### src/hdl/uart_frame_rx_deframer_top_assert.svh
// Assertion macros for the deframer
`ifndef UART_FRAME_RX_DEFRAMER_TOP_ASSERT_SVH
`define UART_FRAME_RX_DEFRAMER_TOP_ASSERT_SVH
`ifndef ASSERT_OFF
`define UFD_ASSERT_IMPL(lbl, a, c) \
  lbl: assert property (@(posedge clk) disable iff (rst) (a) |-> (c)) else $error("check failed");
`define UFD_ASSERT_NEXT(lbl, a, c) \
  lbl: assert property (@(posedge clk) disable iff (rst) (a) |=> (c)) else $error("check failed");
`else
`define UFD_ASSERT_IMPL(lbl, a, c)
`define UFD_ASSERT_NEXT(lbl, a, c)
`endif
`endif

### src/hdl/ufd_pkg.sv
package ufd_pkg;
  localparam logic [7:0] CRC_POLY = 8'h8C;
  localparam logic [7:0] TIMEOUT_RESET = 8'd100;
  localparam logic [7:0] PRE1_RESET = 8'hC9;
  localparam logic [7:0] PRE2_RESET = 8'hE7;
  localparam int unsigned MAX_RESULTS = 64;
  localparam int unsigned MIN_LEN = 3;
  localparam int unsigned HDR_BYTES = 5;

  typedef enum logic [1:0] {
    REG_TIMEOUT = 2'd0,
    REG_PRE1    = 2'd1,
    REG_PRE2    = 2'd2
  } reg_idx_t;

  function automatic logic [7:0] crc8_byte(input logic [7:0] c, input logic [7:0] d);
    logic [7:0] x;
    x = c ^ d;
    for (int b = 0; b < 8; b++) begin
      x = x[0] ? ((x >> 1) ^ CRC_POLY) : (x >> 1);
    end
    return x;
  endfunction
endpackage

### src/hdl/uart_frame_rx_deframer_top.sv
// Channel | dir | tdata fields (low bit up)                      | tuser
// s_axis  | in  | rx_byte[7:0], line_error[8]                    | kind
// m_axis  | out | msg_code, data_byte, has_data, data_index,     | -
//         |     | crc/overflow/line-error counts                 |
//         |     | (tlast = last)                                 |
// apb     | cfg | 0 timeout, 1 preamble first, 2 preamble second | -
// One item at a time: the item is accepted, then each scan pass checks the
// buffer, searches for a preamble, reads the length, runs the CRC and emits
// the results; a dropped preamble starts another pass, so one item can take
// several passes over the buffer. The buffer is a circular memory with a head
// pointer; dropping bytes moves the head. Reset clears control state only.
// Output stalls hold the sequencer.
`include "uart_frame_rx_deframer_top_assert.svh"
module uart_frame_rx_deframer_top #(
  parameter int unsigned BUFFER_DEPTH = 64
) (
  input  logic        clk,
  input  logic        rst,
  input  logic        s_axis_tvalid,
  output logic        s_axis_tready,
  input  logic [15:0] s_axis_tdata,  // rx_byte[7:0], line_error[8]
  input  logic        s_axis_tuser,  // kind
  output logic        m_axis_tvalid,
  input  logic        m_axis_tready,
  output logic [71:0] m_axis_tdata,  // msg_code, data_byte, has_data, data_index,
                                     // crc_error_count, overflow_count, line_error_count
  output logic        m_axis_tlast,
  input  logic        psel,
  input  logic        penable,
  input  logic        pwrite,
  input  logic [3:0]  paddr,
  input  logic [31:0] pwdata,
  output logic [31:0] prdata,
  output logic        pready
);
  localparam int AW = $clog2(BUFFER_DEPTH);
  localparam int CW = $clog2(BUFFER_DEPTH + 1);
  localparam logic [CW-1:0] DEPTH_C = CW'(BUFFER_DEPTH);
  localparam logic [7:0] MAX_LEN = 8'(BUFFER_DEPTH - 2);

  typedef enum logic [3:0] {
    S_IDLE, S_CHECK, S_SRD, S_SCMP, S_HDR, S_HCHK, S_CRD, S_CCMP,
    S_DRD, S_EMIT
  } state_t;

  state_t state;
  logic [7:0] mem [BUFFER_DEPTH];
  logic [7:0] rdata;
  logic [AW-1:0] raddr;
  logic [AW-1:0] head;
  logic [CW-1:0] fill;
  logic oflag;
  logic [7:0] ticks, last_t, tmo, pre1, pre2;
  logic [15:0] crc_tot, ovf_tot, le_tot;
  logic [CW-1:0] idx;    // scan offset from head
  logic [7:0] prev;      // previous byte in search
  logic [7:0] len, code, crc;
  logic [6:0] nres;
  logic [5:0] didx;

  function automatic logic [AW-1:0] wrap(input logic [AW-1:0] h, input logic [CW-1:0] o);
    logic [CW:0] s;
    s = {1'b0, CW'(h)} + {1'b0, o};
    if (s >= (CW+1)'(BUFFER_DEPTH)) s = s - (CW+1)'(BUFFER_DEPTH);
    return s[AW-1:0];
  endfunction

  assign pready = 1'b1;
  always_comb begin
    prdata = '0;
    unique case (paddr[3:2])
      ufd_pkg::REG_TIMEOUT: prdata = {24'd0, tmo};
      ufd_pkg::REG_PRE1:    prdata = {24'd0, pre1};
      ufd_pkg::REG_PRE2:    prdata = {24'd0, pre2};
      default:              prdata = '0;
    endcase
  end

  always_ff @(posedge clk) rdata <= mem[raddr];

  assign s_axis_tready = (state == S_IDLE);
  wire expired = (8'(ticks - last_t) >= tmo);

  always_ff @(posedge clk) begin
    if (rst) begin
      state <= S_IDLE; head <= '0; fill <= '0; oflag <= 1'b0;
      ticks <= '0; last_t <= '0; crc_tot <= '0; ovf_tot <= '0; le_tot <= '0;
      tmo <= ufd_pkg::TIMEOUT_RESET; pre1 <= ufd_pkg::PRE1_RESET;
      pre2 <= ufd_pkg::PRE2_RESET; m_axis_tvalid <= 1'b0;
    end else begin
      if (psel && penable && pwrite) begin
        unique case (paddr[3:2])
          ufd_pkg::REG_TIMEOUT: tmo <= pwdata[7:0];
          ufd_pkg::REG_PRE1:    pre1 <= pwdata[7:0];
          ufd_pkg::REG_PRE2:    pre2 <= pwdata[7:0];
          default: ;
        endcase
      end
      unique case (state)
        S_IDLE: if (s_axis_tvalid) begin
          nres <= '0;
          if (!s_axis_tuser) begin
            last_t <= ticks;
            if (s_axis_tdata[8]) begin
              le_tot <= le_tot + 16'd1; oflag <= 1'b1;
            end else if (fill < DEPTH_C) begin
              mem[wrap(head, fill)] <= s_axis_tdata[7:0];
              fill <= fill + CW'(1);
            end else begin
              oflag <= 1'b1; ovf_tot <= ovf_tot + 16'd1;
            end
          end else ticks <= ticks + 8'd1;
          state <= S_CHECK;
        end
        S_CHECK: begin
          if (oflag) begin
            fill <= '0; oflag <= 1'b0; state <= S_IDLE;
          end else if (fill > CW'(1)) begin
            idx <= '0; raddr <= head; state <= S_SRD;
          end else state <= S_IDLE;
        end
        S_SRD: begin
          raddr <= wrap(head, idx + CW'(1)); idx <= idx + CW'(1); state <= S_SCMP;
        end
        S_SCMP: begin
          // rdata is byte at idx-1
          if (idx > CW'(1) && prev == pre1 && rdata == pre2) begin
            head <= wrap(head, idx - CW'(2)); fill <= fill - (idx - CW'(2));
            state <= S_HDR;
          end else if (idx == fill) begin
            // no preamble: keep only last byte
            head <= wrap(head, fill - CW'(1)); fill <= CW'(1); state <= S_IDLE;
          end else begin
            prev <= rdata;
            raddr <= wrap(head, idx + CW'(1)); idx <= idx + CW'(1);
          end
        end
        S_HDR: begin
          if (fill >= CW'(ufd_pkg::HDR_BYTES)) begin
            raddr <= wrap(head, CW'(2)); state <= S_HCHK; idx <= '0;
          end else if (expired) begin
            head <= wrap(head, CW'(2)); fill <= fill - CW'(2); state <= S_CHECK;
          end else state <= S_IDLE;
        end
        S_HCHK: begin
          // wait for the registered read, then read length
          if (idx == '0) begin
            idx <= CW'(1); raddr <= wrap(head, CW'(3));
          end else begin
            len <= rdata;
            if (rdata < 8'(ufd_pkg::MIN_LEN) || rdata > MAX_LEN) begin
              head <= wrap(head, CW'(2)); fill <= fill - CW'(2); state <= S_CHECK;
            end else if ({1'b0, fill} < (CW+1)'(rdata) + (CW+1)'(2)) begin
              if (expired) begin
                head <= wrap(head, CW'(2)); fill <= fill - CW'(2); state <= S_CHECK;
              end else state <= S_IDLE;
            end else begin
              crc <= '0; idx <= CW'(2); raddr <= wrap(head, CW'(2)); state <= S_CRD;
            end
          end
        end
        S_CRD: begin
          raddr <= wrap(head, idx + CW'(1)); state <= S_CCMP;
        end
        S_CCMP: begin
          if (idx == CW'(3)) code <= rdata;
          if (idx == CW'(len) + CW'(1)) begin
            if (crc == rdata) begin
              if ({2'b00, nres} + {1'b0, (len == 8'd3) ? 8'd1 : len - 8'd3} >
                  9'(ufd_pkg::MAX_RESULTS))
                state <= S_IDLE;
              else begin
                didx <= '0; idx <= CW'(4); raddr <= wrap(head, CW'(4)); state <= S_DRD;
              end
            end else begin
              crc_tot <= crc_tot + 16'd1;
              head <= wrap(head, CW'(2)); fill <= fill - CW'(2); state <= S_CHECK;
            end
          end else begin
            crc <= ufd_pkg::crc8_byte(crc, rdata);
            idx <= idx + CW'(1); raddr <= wrap(head, idx + CW'(2));
          end
        end
        S_DRD: begin
          if (!m_axis_tvalid || m_axis_tready) state <= S_EMIT;
          if (m_axis_tvalid && m_axis_tready) m_axis_tvalid <= 1'b0;
        end
        S_EMIT: begin
          m_axis_tvalid <= 1'b1;
          m_axis_tlast <= (len == 8'd3) || (idx == CW'(len));
          m_axis_tdata <= {1'b0, le_tot, ovf_tot, crc_tot, didx,
                           (len != 8'd3), (len == 8'd3) ? 8'd0 : rdata, code};
          nres <= nres + 7'd1;
          if ((len == 8'd3) || (idx == CW'(len))) begin
            head <= wrap(head, CW'(len) + CW'(2));
            fill <= fill - (CW'(len) + CW'(2));
            state <= S_CHECK;
          end else begin
            didx <= didx + 6'd1; idx <= idx + CW'(1);
            raddr <= wrap(head, idx + CW'(1)); state <= S_DRD;
          end
        end
        default: state <= S_IDLE;
      endcase
      if (state != S_DRD && m_axis_tvalid && m_axis_tready && state != S_EMIT)
        m_axis_tvalid <= 1'b0;
    end
  end

  `UFD_ASSERT_IMPL(a_fill_bound, 1'b1, fill <= DEPTH_C)
  `UFD_ASSERT_NEXT(a_hold, m_axis_tvalid && !m_axis_tready && state != S_EMIT, m_axis_tvalid)
  `UFD_ASSERT_IMPL(a_ready_idle, s_axis_tready, state == S_IDLE)
endmodule

### config.mk
export PLATFORM = sky130hd
export DESIGN_NAME = uart_frame_rx_deframer_top
export DESIGN_NICKNAME = d
export VERILOG_FILES = /design/src/hdl/ufd_pkg.sv /design/src/hdl/uart_frame_rx_deframer_top.sv
export VERILOG_INCLUDE_DIRS = /design/src /design/src/hdl
export SDC_FILE = /design/constraint.sdc
export NUM_CORES = 1
export LEC_CHECK = 0
export ABC_AREA = 1
export BUFFER_PORTS_ARGS = -buffer_cell sky130_fd_sc_hd__buf_2
export CORE_ASPECT_RATIO = 2
export CORE_MARGIN = 2
export CORE_UTILIZATION = 47
export DETAILED_ROUTE_END_ITERATION = 6
export HOLD_SLACK_MARGIN = 0.02
export SYNTH_ARGS = -nofsm -noshare
export SYNTH_HDL_FRONTEND = slang
export SYNTH_SLANG_ARGS = --single-unit
### constraint.sdc
create_clock -name clk -period 7.4 [get_ports clk]
set_input_delay 0 -clock clk [delete_from_list [all_inputs] [get_ports clk]]
set_output_delay 0 -clock clk [all_outputs]
set_load 0.05 [all_outputs]
Word-level counts from Yosys, hierarchy flattened
Memories as Yosys holds them, arrays and structs flattened. A register that Yosys moved wholly into a read port is not among the register bits.
Index checks and enable logic that the tools add are counted.
- flip-flop bits (word level): 237
- RAM bits: 512
- input bits: 60
- output and inout port bits: 108
- word-level logic and storage cells: 318
- memories: 1
- memory list (name ; depth ; width ; rd ports ; clocked after memory_dff ; wr ports ; RTL line ; text):
    mem ; 64 ; 8 ; 1 ; 1 ; 1 ; uart_frame_rx_deframer_top.sv:47 ; logic [7:0] mem [BUFFER_DEPTH];
- $add $sub $neg: 38
- order comparisons: 18
- equality and inequality tests: 52
- mux-type cells: 120
- bitwise logic cells: 17
- reduce and logical (&&, ||, !) cells: 48
- operators with widths (operator ; count):
    $mux W6 ; 41
    $mux W7 ; 28
    $mux W8 ; 13
    $pmux W7 S7 ; 2
    $sub A6 B1 Y6 const B ; 9
    $add A16 B1 Y16 const B ; 3
    $add A6 B7 Y8 ; 6
    $ge A8 B7 Y1 const B ; 6
    $mux W4 ; 11
    $ne A2 B2 Y1 const B ; 22
    $pmux W6 S7 ; 1
    $pmux W4 S10 ; 1
    $pmux W6 S5 ; 1
    $add A7 B1 Y7 const B ; 4
    $eq A8 B8 Y1 ; 3
    $not A2 Y3 ; 8
    $pmux W8 S3 ; 1
    $reduce_and A12 Y1 ; 2
    $eq A7 B7 Y1 ; 3
    $ge A7 B7 Y1 const B ; 3
    $ne A3 B3 Y1 const B ; 7
    $reduce_bool A7 Y1 ; 3
    $reduce_and A3 Y1 ; 6
    $eq A4 B3 Y1 const B ; 4
    54 further kinds ; 105

Depth between registers and ports, before layout
- depth in word-level cells: 19
- gate-level depth with buffers: 26
- mapped depth without buffers: 25

Worst setup path before layout
No wires, ideal clock.
- path type: register to register
- from: register state[1]
- to: register m_axis_tdata[0] (enable)
- setup time: 0.503 ns
- data arrival time: 4.173 ns
- data required time: 6.897 ns
- path slack: 2.724 ns
- stages on the path, launching flop included: 6
- path buffers: 2
- period minus slack after synthesis: 4.676 ns
- path through: dfxtp_1 > nor2_1 > nand3_1 > clkbuf_1 > clkbuf_1 > nor2_1
- cells in the longest elaborated chain, start to end: 2
- RTL lines (what ; RTL line ; text):
    from (decl) ; uart_frame_rx_deframer_top.sv:46 ; state_t state;
    from (signal assigned) ; uart_frame_rx_deframer_top.sv:86 ; state <= S_IDLE; head <= '0; fill <= '0; oflag <= 1'b0;
    from (signal assigned) ; uart_frame_rx_deframer_top.sv:113 ; state <= S_CHECK;
    from (signal assigned) ; uart_frame_rx_deframer_top.sv:117 ; fill <= '0; oflag <= 1'b0; state <= S_IDLE;
    $eq A4 B4 Y1 ; uart_frame_rx_deframer_top.sv:99 ; unique case (state)
    $reduce_and A2 Y1 (no source line) ; - ;
    to (signal assigned) ; uart_frame_rx_deframer_top.sv:191 ; m_axis_tdata <= {1'b0, le_tot, ovf_tot, crc_tot, didx,
    to (decl) ; uart_frame_rx_deframer_top.sv:25 ; output logic [71:0] m_axis_tdata,
No other way between the ends.
A chain may end at the register's enable or synchronous reset.

Worst setup path in the final report
- from: register len[3]
- to: register raddr[1] (enable)
- cells in the longest elaborated chain, start to end: 6
- elaborated cells between the ends (all ways): 13
- classes of those cells: add/sub (3); order compare (1); eq/ne (6); mux (1); reduce/logical (2)
- RTL lines (what ; RTL line ; text):
    from (decl) ; uart_frame_rx_deframer_top.sv:57 ; logic [7:0] len, code, crc;
    from (signal assigned) ; uart_frame_rx_deframer_top.sv:150 ; len <= rdata;
    $sub A8 B2 Y8 or $eq A8 B2 Y1 (tied branches) ; uart_frame_rx_deframer_top.sv:169, uart_frame_rx_deframer_top.sv:194 ;
    $mux W8 ; uart_frame_rx_deframer_top.sv:169 ; if ({2'b00, nres} + {1'b0, (len == 8'd3) ? 8'd1 : len - 8'd3} >
    $add A7 B8 Y9 ; uart_frame_rx_deframer_top.sv:169 ;
    $gt A9 B7 Y1 ; uart_frame_rx_deframer_top.sv:169 ;
    $ne A3 B3 Y1 (no source line) ; - ;
    $reduce_and A12 Y1 (no source line) * ; - ;
    to (signal assigned) ; uart_frame_rx_deframer_top.sv:135 ; raddr <= wrap(head, idx + CW'(1)); idx <= idx + CW'(1);
    to (signal assigned) ; uart_frame_rx_deframer_top.sv:181 ; idx <= idx + CW'(1); raddr <= wrap(head, idx + CW'(2));
    to (decl) ; uart_frame_rx_deframer_top.sv:49 ; logic [AW-1:0] raddr;
Every way passes the cells marked *; elsewhere a longest branch is shown, timed or not.

==> flow_summary.ini <==
[routing]
drtPass1Iterations = 6
detail_route.iter0.violations = 1940
routedWlPerCell_um = 23.1
drt_wl_total_mm = 104
drt.antenna.violating_nets = 0
drc_errors = 0
vias = 25700
avgViaCountPerCell = 5.74

[clock_network]
clk_latency_ns = 0.67
path_clk_slew_ns = 0.07
cts.sinks = 757
cts_tree = built
clockBufferDepth = 3
cts_buffers = 69
cts_resized = 0
root_buffer = clkbuf_16
htreeDepth = 3

[floorplanning]
coreArea_um2 = 73900
die_w_um = 197
die_y_um = 390
initial_core_util_pct = 47.4
rows = 141
pin_count = 168
dieArea_um2 = 77000

[min_path]
hold_class = primary input to flip-flop

[sta]
fin_tns_setup_ns = 0
worstMarginPinSlew_ns = 1.14
max_freq_mhz = 228
maxSlewViolCount = 0
timing.final.ws_setup_ns = 3.01
maxSlewHeadroom_pct = 23.3
fin_crit_sh_pct = 59.3
finClkSkew_ns = 0.0208
setup_viol = 0
rsz0062_at_grt = false
hold_viol_final = 0
fin_crit_ns = 4.39

[layout]
regArea_um2 = 21600
fin_nets = 3644
multiInputGateArea_um2 = 11800
post-route-util_pct = 52.9
syn2layout_area_growth_pct = 11.5
drive_gt1_share_pct = 9.59
fillers = 6488
fin_cells = 4473
antennaDiodeCount = 0

[synthesis]
synth-simple-area-share_pct = 15.0
ys_seq_elements = 757
avgSynthCellArea_um2 = 10.4
synth-main-ff-cell = edfxtp_1
yosysWarnings = 0
synth_area_leaders = edfxtp_1 55%, dfxtp_1 6.6%, nor2_1 6.0%
synth_mux_area_share_pct = 0.0285
synth_fa_ha_area_share_pct = 3.52
ys_types = 59
synth_compound_area_share_pct = 12.2
synth_commonest_cells = 642 x edfxtp_1, 563 x nor2_1, 402 x o21ai_0
syn-cell-area_um2 = 35100
synthArstFlopShare_pct = 0
synth_xor_xnor_area_share_pct = 2.54
synth_top_family_by_area = simple AND/OR/NAND/NOR gates
yosys.area.top_type = edfxtp_1
synth_top_area_share_pct = 55.0
syn_inst = 3384
synth.most_common_cell = edfxtp_1
ys_seq_area_share_pct = 61.5
synth_edf_count = 642

[global_routing]
met2_usage_pct = 51.0
busiest_layer = met2
grt_pass1_wl_mm = 154
use_met1_pct = 26.0
grtUsageTotal_pct = 27.0
antenna_found_initial = 0
overflow = 0
first_global_vias = 25700
use_met3_pct = 3.99
grt_max_degree = 155

[job]
drv_cap = 0

[critical_path]
worstSetupStartpointType = flip-flop
cp-end-kind = flip-flop
path_buf_inv = 2
worst_ep_required_time_ns = 7.67
cp_cell_sequence = nor2_4, nand3_1, inv_1, nand4_2, inv_1, nor2_1, fa_1, nand3_1, nand2_1, nand3_1, nand2_1, nand2_1, nand2_1, o21bai_1, nand3_1, nand2_1, nand2_1, nor3_1
slowest_stage = nor3_1
criticalPathCategory = flip-flop to flip-flop
path_common_cell = nand2_1
cp_slowest_stage_delay_ns = 0.84
cp_max_fo = 11
cp_top_family = simple AND/OR/NAND/NOR gates
arrival_ns = 4.66

[power]
max-vdd-ir-drop_mv = 0.157
leakagePower_nw = 14.2
power_density_nw_per_um2 = 242

[place]
hpwlAfterDp_mm = 71.2
numPortBuffers = 108
place.gp.congestion = 0.984
post-place-ws_ns = 3.03
dp_cells = 4321

[outcome]
status = completed
[final cells by class]
cell class	count	area share (%)
timing repair buffer	187	3.20
tap	929	2.97
clock buffer	83	4.60
sequential	757	55.2
clock inverter	42	1.29
inverter	262	2.53
multi-input combinational	2213	30.2
[layout by cell type, fill, tap and decap left out, drive strengths merged, types with 19 or more instances in the layout]
| cell type | netlist | final |
|---|---|---|
| o221ai | 28 | 28 |
| nor2 | 578 | 578 |
| edfxtp | 642 | 642 |
| inv | 258 | 261 |
| xnor2 | 53 | 53 |
| o21ai | 413 | 413 |
| nor3 | 40 | 40 |
| nand4 | 41 | 41 |
| nand2 | 398 | 398 |
| clkinv | 4 | 31 |
| o22ai | 141 | 141 |
| or2 | 19 | 19 |
| xor2 | 48 | 48 |
| clkbuf | 118 | 83 |
| nor4 | 22 | 22 |
| o211ai | 30 | 30 |
| dfxtp | 115 | 115 |
| conb | 2 | 26 |
| buf | 58 | 160 |
| a21oi | 128 | 128 |
| nand3 | 114 | 114 |
| ha | 86 | 86 |
| dlygate4sd3 | 0 | 27 |
[per-layer routing]
layer / routed length [um] / share of wire [%] / vias up
met1: 34000 / 33 / 12400
li1: - / - / 12100
met3: 5130 / 5.0 / 325
met4: 8490 / 8.2 / 0
met5: 0 / 0 / -
met2: 55900 / 54 / 930
[where the power goes]
part / leakage (nW) / total (mW) / switching, mW / internal (mW)
clock: 1.11 / 3.71 / 1.66 / 2.05
combinational: 6.33 / 1.04 / 0.736 / 0.304
sequential: 6.75 / 4.72 / 0.0664 / 4.65
[path summary, 6_finish.rpt]
path,startpoint,endpoint,slack (ns),depth (start not counted)
worst max-delay path,len[3],raddr[1],3.01,18
worst min-delay path,s_axis_tdata[4],mem[17][4],0.0009,2
worst max register to register,len[3],raddr[1],3.01,18
worst min register to register,code[2],m_axis_tdata[2],0.42,0
[what timing repair did]
item                      in CTS  in global routing
setup buffers                  0                  0
hold endpoints to repair     101                  0
hold buffers                  27                  0
[logic make-up (layout without fill, tap and decap cells)]
family,Yosys count,after routing
simple gates,1222,1222
compound gates,769,769
flops,757,757
buf+inv,438,574
xor+xnor,101,101
fa+ha+maj,94,94
other cells,2,26
mux,1,1
[state kept, by name, summed over array words and instances (netlist names), 8 cells and up]
| name | flops |
|---|---|
| crc_tot | 16 |
| rdata | 8 |
| tmo | 8 |
| m_axis_tdata | 71 |
| ovf_tot | 16 |
| ticks | 8 |
| code | 8 |
| last_t | 8 |
| len | 8 |
| crc | 8 |
| mem | 512 |
| pre2 | 8 |
| prev | 8 |
| pre1 | 8 |
| le_tot | 16 |
[metrics by stage]
stage	power (mW)	hold WS (ns)	instance area [um2]
after detailed placement	5.83	0.272	36500
after global routing	9.77	0.0353	39100
after CTS	9.52	0.0246	39100
final	9.46	0.000939	39100
after floorplan	5.45	0.0989	35200
after global placement	5.81	0.261	36500
Power figures use the tool's default switching activity.
